### config.mk
export PLATFORM = sky130hd
export DESIGN_NAME = pctbp_ctrl
export DESIGN_NICKNAME = d
export VERILOG_FILES = /design/src/design/pctbp_pkg.sv /design/src/design/pctbp_ctrl.sv
export SDC_FILE = /design/constraint.sdc
export NUM_CORES = 1
export LEC_CHECK = 0
export BUFFER_PORTS_ARGS = -buffer_cell sky130_fd_sc_hd__buf_2
export CAP_MARGIN = 40
export CORE_AREA = 2 2 39 41
export CTS_BUF_LIST = sky130_fd_sc_hd__clkbuf_4 sky130_fd_sc_hd__clkbuf_8
export DETAILED_ROUTE_END_ITERATION = 8
export DIE_AREA = 0 0 41 43
export SLEW_MARGIN = 20
export SYNTH_ARGS = -nofsm -noshare
export SYNTH_HDL_FRONTEND = slang
export SYNTH_SLANG_ARGS = --single-unit
### constraint.sdc
create_clock -name clock -period 1.5 [get_ports clock]
set_input_delay 0.225 -clock clock [delete_from_list [all_inputs] [get_ports clock]]
set_output_delay 0.225 -clock clock [all_outputs]
set_load 0.01 [all_outputs]
### src/design/pctbp_pkg.sv
// Package: shared types and constants of the per-client token bucket policer.
`default_nettype none
package pctbp_pkg;
   localparam logic [1:0] CMD_ADMIT  = 2'd0;
   localparam logic [1:0] CMD_TOTALS = 2'd1;
   localparam logic [1:0] CMD_DRAIN  = 2'd2;
   localparam logic [1:0] CMD_RATE   = 2'd3;
   localparam logic [19:0] RATE_MAX = 20'd1000000;
   localparam logic [20:0] RATE_MAX_S = 21'd1000000;
   localparam logic [47:0] US_PER_S = 48'd1000000;
   localparam logic [20:0] RATE_DEFAULT = 21'h1FFFFF;
   // Refill is el * rate / 8000: a shift by 6, then a divide by 125
   localparam logic [6:0]  KBIT_DIV  = 7'd125;
   localparam logic [17:0] RECIP_HI  = 18'd134218;    // ceil(2^24 / 125)
   localparam logic [24:0] RECIP_LO  = 25'd17179870;  // ceil(2^31 / 125)

   // Datapath commands issued by the controller
   typedef struct packed {
      logic load;       // capture request and start a scan
      logic scan_step;  // compare one entry
      logic alloc;      // write a fresh entry at the chosen slot
      logic rd_entry;   // read the chosen entry
      logic calc_rate;  // work out the rate and elapsed time
      logic mul_a;      // refill multiply
      logic div_hi;     // upper quotient part of the divide by 125
      logic div_mid;    // remainder of the upper part
      logic div_lo;     // lower quotient part
      logic update;     // write results back and form the response
   } cmd_type;

   // Status back to the controller
   typedef struct packed {
      logic scan_done;
      logic hit;
   } stat_type;
endpackage
`default_nettype wire

### src/design/pctbp_ctrl.sv
// Controller: sequences scan, allocation, refill and response handshake.
`default_nettype none
module pctbp_ctrl (
   input  wire logic            clock,
   input  wire logic            reset,
   input  wire logic            req_tvalid,
   output logic                 req_tready,
   input  wire logic [1:0]      req_cmd,
   output logic                 rsp_tvalid,
   input  wire logic            rsp_tready,
   output pctbp_pkg::cmd_type   cmd,
   input  wire pctbp_pkg::stat_type stat
);
   import pctbp_pkg::*;
   localparam logic [3:0] S_IDLE = 4'd0, S_SCAN = 4'd1, S_ALLOC = 4'd2, S_READ = 4'd3,
                          S_RATE = 4'd4, S_MUL = 4'd5, S_DIVH = 4'd6, S_DIVM = 4'd7,
                          S_DIVL = 4'd8, S_DONE = 4'd9;
   logic [3:0] state_ff, state_in;
   logic [1:0] op_ff;
   logic       out_ff, out_in;

   assign req_tready = (state_ff == S_IDLE);
   assign rsp_tvalid = out_ff;

   always_comb begin
      state_in = state_ff;
      out_in = out_ff && !rsp_tready;
      cmd = '0;
      unique case (state_ff)
         S_IDLE: begin
            if (req_tvalid && req_tready) begin
               cmd.load = 1'b1;
               state_in = S_SCAN;
            end
         end
         S_SCAN: begin
            cmd.scan_step = 1'b1;
            if (stat.scan_done) begin
               if (stat.hit) state_in = S_READ;
               else if (op_ff == CMD_ADMIT || op_ff == CMD_RATE) state_in = S_ALLOC;
               else state_in = S_DONE;
            end
         end
         S_ALLOC: begin
            cmd.alloc = 1'b1;
            state_in = S_READ;
         end
         S_READ: begin
            cmd.rd_entry = 1'b1;
            state_in = (op_ff == CMD_ADMIT) ? S_RATE : S_DONE;
         end
         S_RATE: begin
            cmd.calc_rate = 1'b1;
            state_in = S_MUL;
         end
         S_MUL: begin
            cmd.mul_a = 1'b1;
            state_in = S_DIVH;
         end
         S_DIVH: begin
            cmd.div_hi = 1'b1;
            state_in = S_DIVM;
         end
         S_DIVM: begin
            cmd.div_mid = 1'b1;
            state_in = S_DIVL;
         end
         S_DIVL: begin
            cmd.div_lo = 1'b1;
            state_in = S_DONE;
         end
         S_DONE: begin
            // Wait here while the previous response is still held
            if (!out_ff || rsp_tready) begin
               cmd.update = 1'b1;
               out_in = 1'b1;
               state_in = S_IDLE;
            end
         end
         default: begin
            state_in = S_IDLE;
         end
      endcase
   end

   always_ff @(posedge clock) begin
      if (reset) begin
         state_ff <= S_IDLE;
         out_ff <= 1'b0;
      end else begin
         state_ff <= state_in;
         out_ff <= out_in;
      end
      if (cmd.load) op_ff <= req_cmd;
   end
endmodule
`default_nettype wire
==> results of run 1 <==
==> layer usage <==
layer / up-vias / routed length (um)
li1: 255 / -
met1: 242 / 473
met2: 20 / 589
met3: 0 / 71
met4: 0 / 0
met5: - / 0
==> power breakdown <==
part	total [mW]	switching [mW]	internal (mW)
registers	0.246	0.0305	0.216
logic	0.234	0.108	0.126
clock network	0.172	0.0743	0.0976
total	0.652	0.213	0.440
==> cell type report <==
| type | instances | area, sq um |
|---|---|---|
| clock buffer | 3 | 22.52 |
| clock inverter | 1 | 5.005 |
| fill | 144 | 686.9 |
| inverter | 4 | 15.01 |
| multi-input combinational | 42 | 309.0 |
| sequential | 7 | 167.7 |
| tap | 16 | 20.02 |
| timing repair buffer | 26 | 157.7 |
==> critical path: stages (launching register included) <==
cell and delay (ps):
dfxtp_4 350, or2_4 280, nor3_4 120, and2_4 170
buf_6 90
==> what timing repair did <==
| item | in CTS | in global routing |
|---|---|---|
| endpoints found under the hold margin | 0 | 0 |
| resized for setup | 6 | 9 |
| buffers inserted | 0 | 4 |
| endpoints found under the setup margin | 5 | 11 |
| pin swaps | 1 | 6 |
==> logic make-up (layout without fill, tap and decap cells) <==
group	after synthesis	after routing	synth area share, %
buf+inv	8	34	9.943
flops	7	7	34.41
compound gates	12	12	18.82
simple gates	29	29	34.15
fa+ha+maj	1	1	2.688
==> worst paths after layout <==
kind                                    end  cells after the start  slack, ps         from
worst max register to register  state_ff[3]                      3         90  state_ff[0]
worst min-delay path               op_ff[1]                      1        150   req_cmd[1]
worst min register to register  state_ff[1]                      1        430  state_ff[3]
worst max-delay path                 cmd[9]                      4         10  state_ff[3]
==> registers in the layout (all words and copies together), names as in the netlist <==
name,count
state_ff,4
op_ff,2
rsp_tvalid,1
==> Yosys cell counts (2+ instances only) <==
cell	number	share of area, %
nand2_1	3	2.4
edfxtp_1	2	13
buf_6	2	4.8
nor3_1	7	7.5
nor2_1	6	4.8
a21oi_1	4	4.3
dfxtp_1	5	22
nand2b_1	3	4.0
inv_1	4	3.2
==> metrics by stage <==
stage | setup WS [ps] | cell area, sq um | power, mW | TNS (ps) | cells
after floorplan | 17.86 | 473.0 | 0.3746 | 0 | 57
after global placement | 105.6 | 579.3 | 0.4225 | 0 | 91
after detailed placement | 74.95 | 579.3 | 0.4258 | 0 | 91
after CTS | -43.54 | 625.6 | 0.6181 | -43.54 | 95
after global routing | -75.41 | 696.9 | 0.6983 | -218.4 | 99
final | 11.76 | 696.9 | 0.6523 | 0 | 99
==> flow_metrics.env, run 1 <==
export IMPL_ys_ff_latch=7
export IMPL_hold_viol_final=0
export IMPL_drc=0
export IMPL_worstPathRequired_ps=1270
export IMPL_antenna_found_initial=0
export IMPL_drv_slew=0
export IMPL_syn_nets=66
export IMPL_critPathLaunchType="flop"
export IMPL_cp_arrival_ps=1260
export IMPL_synth_main_ff_cell="dfxtp_1"
export IMPL_grt_first_pass_wirelength_um=1759
export IMPL_drt_iter0_markers=11
export IMPL_period_share_pct=99.22
export IMPL_cts_made_buffers=3
export IMPL_vias_per_cell=5.222
export IMPL_die_area_sq_um=1763
export IMPL_nNetsFinal=93
export IMPL_cts_tree="done"
export IMPL_met3_usage_pct=6.283
export IMPL_ioPinCount=20
export IMPL_vias=517
export IMPL_met2_usage_pct=22.81
export IMPL_core_area_sq_um=1384
export IMPL_grt_pass1_vias=430
export IMPL_drt_total_wl_um=1133
export IMPL_criticalPathCategory="flop to output pin"
export IMPL_hold_class="input pin to flop"
export IMPL_setup_viol=0
export IMPL_clock_path_buffers=2
export IMPL_row_count=14
export IMPL_rsz0062_at_grt="true"
export IMPL_power_density_nw_per_um2=936.0
export IMPL_worstSkewPairLatency_ps=250
export IMPL_busiest_layer="met2"
export IMPL_yosysSeqAreaShare_pct=34.41
export IMPL_wl_per_cell_um=11.44
export IMPL_grt_util_all_layers_pct=14.75
export IMPL_clkTransAtPathRegs_ps=60
export IMPL_io_buffer_count=19
export IMPL_ys_types=30
export IMPL_ant_nets=0
export IMPL_cap_violations=0
export IMPL_globalplace_congestion=0.7026
export IMPL_syn_avg_cell_area_sq_um=8.166
export IMPL_outcome="finished clean"
export IMPL_grt_max_degree=14
export IMPL_cts_root_buf="clkbuf_4"
export IMPL_grt_overflow_total=0
export IMPL_tightest_slew_ps=318.2
export IMPL_die_w_um=41
export IMPL_fin_util_pct=50.36
export IMPL_layout_common_cells="buf_2, nor3_1, buf_4, inv_1, a21oi_1"
export IMPL_whs_ps=148.3
export IMPL_finClkSkew_ps=0.4680
export IMPL_die_h_um=43
export IMPL_maxSlewHeadroom_pct=78.61
export IMPL_syn_area_sq_um=465.4
export IMPL_use_met1_pct=17.05
export IMPL_synth_edff_count=2
export IMPL_vdd_drop_max_mv=0.7193
export IMPL_ctsHoldBuffers=0
export IMPL_clock_sinks=7
export IMPL_dp_hpwl_um=853.4
export IMPL_fmax_ghz=0.6719
export IMPL_cts_max_level=1
export IMPL_drt_pass1_iter_count=4
export IMPL_layout_commonest_cell="buf_2"
export IMPL_area_delta_synth_final_pct=49.73
export IMPL_p_leak_nw=0.3065
export IMPL_initial_utilization_pct=33.63
export IMPL_end_kind="output pin"
export IMPL_yosys_warnings=0
export IMPL_synthesis_instances=57
export IMPL_layout_drive_gt1_share_pct=54.22
export IMPL_n_antenna_cell=0
export IMPL_finalCriticalPeriod_ps=1488
export IMPL_async_flop_share_pct=0
export IMPL_crit_fanout=4
Power figures use the tool's default switching activity.
==> run 2: changes to the inputs <==
--- a/config.mk
+++ b/config.mk
@@ -5,12 +5,12 @@
 export SDC_FILE = /design/constraint.sdc
 export NUM_CORES = 1
 export LEC_CHECK = 0
-export BUFFER_PORTS_ARGS = -buffer_cell sky130_fd_sc_hd__buf_2
 export CAP_MARGIN = 40
 export CORE_AREA = 2 2 39 41
 export CTS_BUF_LIST = sky130_fd_sc_hd__clkbuf_4 sky130_fd_sc_hd__clkbuf_8
 export DETAILED_ROUTE_END_ITERATION = 8
 export DIE_AREA = 0 0 41 43
+export DONT_BUFFER_PORTS = 1
 export SLEW_MARGIN = 20
 export SYNTH_ARGS = -nofsm -noshare
 export SYNTH_HDL_FRONTEND = slang
==> constraint.sdc (replaced) <==
create_clock -name clock -period 1.5 [get_ports clock]
set_input_delay 0.225 -clock clock [delete_from_list [all_inputs] [get_ports clock]]
set_output_delay 0.225 -clock clock [all_outputs]
set_load 0.05 [all_outputs]
==> run 2 against run 1 <==
Against the previous run:
- the flow now finishes with violations (setup timing)
- largest power group is now combinational cells
- first-iteration DRC count shrank 36%
- via count shrank 8.5%
- wire length grew 1.6%
- critical path depth is the same
- count of clock-buffer cells in the layout grew 1
- clock skew grew 4.0 ps
- sequential share of layout area shrank 1.6 points
- setup slack lost 16 ps
==> flow_metrics.env, run 2 (synthesis gave the netlist of run 1 again) <==
export IMPL_drc=0
export IMPL_hold_path_end="rsp_tvalid"
export IMPL_maxSlewHeadroom_pct=78.28
export IMPL_grt_pass1_vias=432
export IMPL_rsz0062_at_grt="true"
export IMPL_rr_endpoint="state_ff[3]"
export IMPL_drt_iter0_markers=7
export IMPL_area_delta_synth_final_pct=59.14
export IMPL_wl_per_cell_um=12.79
export IMPL_tightest_slew_ps=325.1
export IMPL_critPathLaunchType="flop"
export IMPL_fin_util_pct=53.53
export IMPL_cts_tree="done"
export IMPL_hold_start="reset"
export IMPL_drv_slew=0
export IMPL_crit_fanout=6
export IMPL_worstHoldPathCells=1
export IMPL_setup_ws_ps=-3.777
export IMPL_io_buffer_count=0
export IMPL_setup_tns_ps=-3.777
export IMPL_finClkSkew_ps=4.437
export IMPL_worstPathRequired_ps=1270
export IMPL_vias_per_cell=5.256
export IMPL_fmax_ghz=0.6650
export IMPL_layout_drive_gt1_share_pct=48.65
export IMPL_hold_viol_final=0
export IMPL_end_kind="output pin"
export IMPL_cts_root_buf="clkbuf_4"
export IMPL_antenna_found_initial=0
export IMPL_row_count=14
export IMPL_vias=473
export IMPL_period_share_pct=100.3
export IMPL_grt_overflow_total=0
export IMPL_critPathLaunch="state_ff[3]"
export IMPL_grt_max_degree=9
export IMPL_largest_register="state_ff"
export IMPL_grt_first_pass_wirelength_um=1856
export IMPL_initial_utilization_pct=33.63
export IMPL_dp_hpwl_um=944.1
export IMPL_layout_common_cells="buf_4, nor3_1, buf_6"
export IMPL_ioPinCount=20
export IMPL_core_area_sq_um=1384
export IMPL_cp_arrival_ps=1280
export IMPL_total_power_mw=0.7810
export IMPL_clock_path_buffers=2
export IMPL_clock_sinks=7
export IMPL_hold_class="input pin to flop"
export IMPL_worstSkewPairLatency_ps=240
export IMPL_post_dp_cell_area_sq_um=643.1
export IMPL_vdd_drop_max_mv=0.4492
export IMPL_cts_max_level=1
export IMPL_nNetsFinal=84
export IMPL_drt_total_wl_um=1151
export IMPL_worstReg2RegStart="state_ff[0]"
export IMPL_stdcell_count=90
export IMPL_rrSetupSlack_ps=80
export IMPL_fin_area_sq_um=740.7
export IMPL_grt_util_all_layers_pct=15.70
export IMPL_clkTransAtPathRegs_ps=50
export IMPL_power_density_nw_per_um2=1054
export IMPL_setup_viol=1
export IMPL_violations="setup timing"
export IMPL_cap_violations=0
export IMPL_layout_commonest_cell="buf_4"
export IMPL_ant_nets=0
export IMPL_criticalPathCategory="flop to output pin"
export IMPL_dp_cells=84
export IMPL_p_leak_nw=0.2884
export IMPL_cts_made_buffers=3
export IMPL_die_h_um=43
export IMPL_drt_pass1_iter_count=4
export IMPL_globalplace_congestion=0.7374
export IMPL_outcome="finished with violations"
export IMPL_n_antenna_cell=0
export IMPL_die_area_sq_um=1763
export IMPL_finalCriticalPeriod_ps=1504
export IMPL_reg2regPathDepth=3
export IMPL_ctsHoldBuffers=0
export IMPL_largest_reg_flops=4
export IMPL_die_w_um=41
[run 2: changes by cell type in the layout (fill, tap and decap cells not counted), moves of 2 or more]
cell    delta
buf_12     +2
buf_2     -18
buf_4      +4
buf_6      +3
nor2_2     -3
nor2_4     +2
[run 2: worst max-delay path, stage by stage, from the launching register on]
cell and delay, ps:
dfxtp_1 310, or2_4 280, nor3_4 130, and2_4 180, buf_12 130
[run 2: final cells by class]
| class | count | area [sq um] |
|---|---|---|
| Tap cell | 16 | 20.02 |
| Sequential cell | 7 | 166.4 |
| Clock buffer | 4 | 30.03 |
| Inverter | 4 | 17.52 |
| Fill cell | 123 | 643.1 |
| Timing Repair Buffer | 17 | 171.4 |
| Multi-Input combinational cell | 42 | 335.3 |
[run 2: timing repair]
item / 4_1_cts / 5_1_grt
endpoints found under the setup margin: 7 / 8
setup buffers: 1 / 1
resized for setup: 7 / 9
pin swaps: 2 / 2
[run 2: worst max-delay path by stage]
stage | end
after global placement | state_ff[3]
after detailed placement | state_ff[3]
after global routing | cmd[9]
final | cmd[9]
after floorplan | op_ff[0]
after CTS | cmd[9]
[run 2: layer usage]
layer | routed length (um) | global-route usage [%]
met1 | 478 | 18.87
met2 | 613 | 24.69
met3 | 59 | 3.665
met4 | 0 | 8.000
met5 | 0 | 0
[run 2: where the power goes]
part	internal, mW	total [mW]	leakage (nW)	switching (mW)
Combinational	0.149	0.357	0.209	0.208
Sequential	0.218	0.240	0.0611	0.0225
Clock	0.119	0.184	0.0184	0.0645
Total	0.486	0.781	0.288	0.295
[run 2: stage by stage]
step / worst slack [ps] / hold slack (ps)
after floorplan: -422.2 / 294.1
after global placement: 87.06 / 297.0
after detailed placement: 70.14 / 297.9
after CTS: -16.92 / 33.73
after global routing: -62.12 / 22.52
final: -3.777 / 41.67
==> run 3: changes to the inputs <==
==> constraint.sdc (replaced) <==
create_clock -name clock -period 1.4 [get_ports clock]
set_input_delay 0.21 -clock clock [delete_from_list [all_inputs] [get_ports clock]]
set_output_delay 0.21 -clock clock [all_outputs]
set_load 0.05 [all_outputs]
==> run 3 against run 2 <==
Against the previous run:
- the run still ends with setup timing left
- critical path depth did not move
- global-route usage rose by 0.57 points
- total power rose by 16%
- sequential power rose by 3%
- final cell count rose by 7.8%
- wire length rose by 15%
- die area did not move
- setup slack got worse by 90 ps
- design area rose by 24%
- sequential share of layout area fell by 4.5 points
- non-clock buffer count rose by 7
- first-iteration DRC count rose by 29%
==> flow_metrics.env, run 3 (synthesis gave the netlist of run 1 again) <==
export IMPL_total_power_mw=0.9092
export IMPL_criticalPathCategory="flop to output pin"
export IMPL_clock_path_buffers=2
export IMPL_ioPinCount=20
export IMPL_worstPathRequired_ps=1190
export IMPL_grt_overflow_total=0
export IMPL_cts_root_buf="clkbuf_4"
export IMPL_critPathLaunchType="flop"
export IMPL_row_count=14
export IMPL_layout_commonest_cell="buf_4"
export IMPL_largest_reg_flops=4
export IMPL_cp_top_family="simple AND/OR/NAND/NOR gates"
export IMPL_drt_iter0_markers=9
export IMPL_maxSlewHeadroom_pct=81.66
export IMPL_vias=494
export IMPL_cts_tree="done"
export IMPL_drt_pass1_iter_count=4
export IMPL_vdd_drop_max_mv=0.6054
export IMPL_hold_viol_final=0
export IMPL_wl_per_cell_um=13.62
export IMPL_setup_viol=6
export IMPL_cts_made_buffers=3
export IMPL_power_density_nw_per_um2=987.4
export IMPL_finalCriticalPeriod_ps=1494
export IMPL_die_area_sq_um=1763
export IMPL_core_area_sq_um=1384
export IMPL_dp_cells=89
export IMPL_cap_violations=0
export IMPL_grt_pass1_vias=497
export IMPL_crit_chain="or2_4, nor3_4, and2_4, buf_12"
export IMPL_cp_arrival_ps=1280
export IMPL_globalplace_congestion=0.7714
export IMPL_dp_hpwl_um=945.9
export IMPL_grt_util_all_layers_pct=16.28
export IMPL_grt_first_pass_wirelength_um=1897
export IMPL_ant_nets=0
export IMPL_drc=0
export IMPL_rsz0062_at_grt="true"
export IMPL_n_antenna_cell=0
export IMPL_outcome="finished with violations"
export IMPL_worstSkewPairLatency_ps=250
export IMPL_largest_register="state_ff"
export IMPL_crit_slowest_cell="dfxtp_2"
export IMPL_crit_fanout=4
export IMPL_max_stage_delay_ps=320
export IMPL_drv_slew=0
export IMPL_antenna_found_initial=0
export IMPL_vias_per_cell=5.093
export IMPL_layout_drive_gt1_share_pct=67.90
export IMPL_stdcell_count=97
export IMPL_setup_ws_ps=-93.63
export IMPL_clkTransAtPathRegs_ps=50
export IMPL_hold_class="input pin to flop"
export IMPL_violations="setup timing"
export IMPL_die_w_um=41
export IMPL_nNetsFinal=91
export IMPL_end_kind="output pin"
export IMPL_tightest_slew_ps=272.9
export IMPL_layout_common_cells="buf_4, buf_6, nor2_4, nor3_1, buf_12"
export IMPL_cts_max_level=1
export IMPL_cp_buffers_inverters=1
export IMPL_clock_sinks=7
export IMPL_drt_total_wl_um=1321
export IMPL_grt_max_degree=9
export IMPL_finClkSkew_ps=3.493
export IMPL_io_buffer_count=0
export IMPL_p_leak_nw=0.3609
export IMPL_die_h_um=43
export IMPL_initial_utilization_pct=33.63
export IMPL_period_share_pct=106.7
export IMPL_fmax_ghz=0.6695
export IMPL_area_delta_synth_final_pct=97.85
run 3: cell count changes in the layout (fill, tap and decap cells not counted), moves of 2 or more:
cell / before / now
buf_12: 2 / 5
buf_6: 5 / 8
dfxtp_2: 2 / 4
inv_1: 3 / 1
inv_2: 0 / 2
nand2_1: 2 / 0
nand2_4: 0 / 2
nand2b_1: 3 / 1
nor2_1: 4 / 1
nor2_4: 2 / 5
run 3: layout make-up:
class | instances | area, sq um
clock inverters | 1 | 5.005
multi-input cells | 42 | 407.9
flip-flops and latches | 7 | 165.2
well taps | 16 | 20.02
fillers | 112 | 462.9
repair buffers | 24 | 280.3
inverters | 4 | 20.02
clock buffers | 3 | 22.52
run 3: worst register-to-register path: cells and delay by family, from the launching register on:
kind	cells	cell delay, ps
buffers and inverters	2	200
AND/OR/NAND/NOR	3	590
flip-flops	1	320
run 3: metrics by stage:
step           TNS, ps  setup slack, ps  hold slack, ps  utilization, %  area, sq um
2_1_floorplan    -2595           -522.2           279.1               -        520.5
3_3_place_gp         0            59.27           282.5           51.63        714.4
3_5_place_dp    -6.489           -6.489           282.4           51.63        714.4
4_1_cts         -438.3           -86.97           10.12           61.57        852.1
5_1_grt         -616.2           -128.4           9.610           66.55        920.9
6_report        -285.7           -93.63           22.86           66.55        920.9
run 3: repair_timing:
item,4_1_cts,5_1_grt
setup endpoints to repair,12,13
gates resized for setup,25,15
hold buffers,0,0
pin swaps,9,6
setup buffers,3,1
run 3: final timing paths:
check        slack (ps)  cells after the start   startpoint         end
min reg2reg         530                      2   rsp_tvalid  rsp_tvalid
max reg2reg          20                      5  state_ff[3]    op_ff[0]
max                 -90                      4  state_ff[3]      cmd[9]
min                  20                      1        reset  rsp_tvalid
run 3: power breakdown:
group,internal (mW),leakage (nW),switching [mW]
Combinational,0.213,0.282,0.272
Clock,0.104,0.0177,0.0733
Sequential,0.232,0.0612,0.0147
Total,0.549,0.361,0.360
run 3: metal layers:
layer,global-route usage [%],wire length (um),up-vias,share of wire (%)
met4,10.00,0,0,0
met5,0,0,-,0
met2,25.94,738,13,56
li1,-,-,252,-
met3,1.571,54,0,4.1
met1,19.74,527,229,40
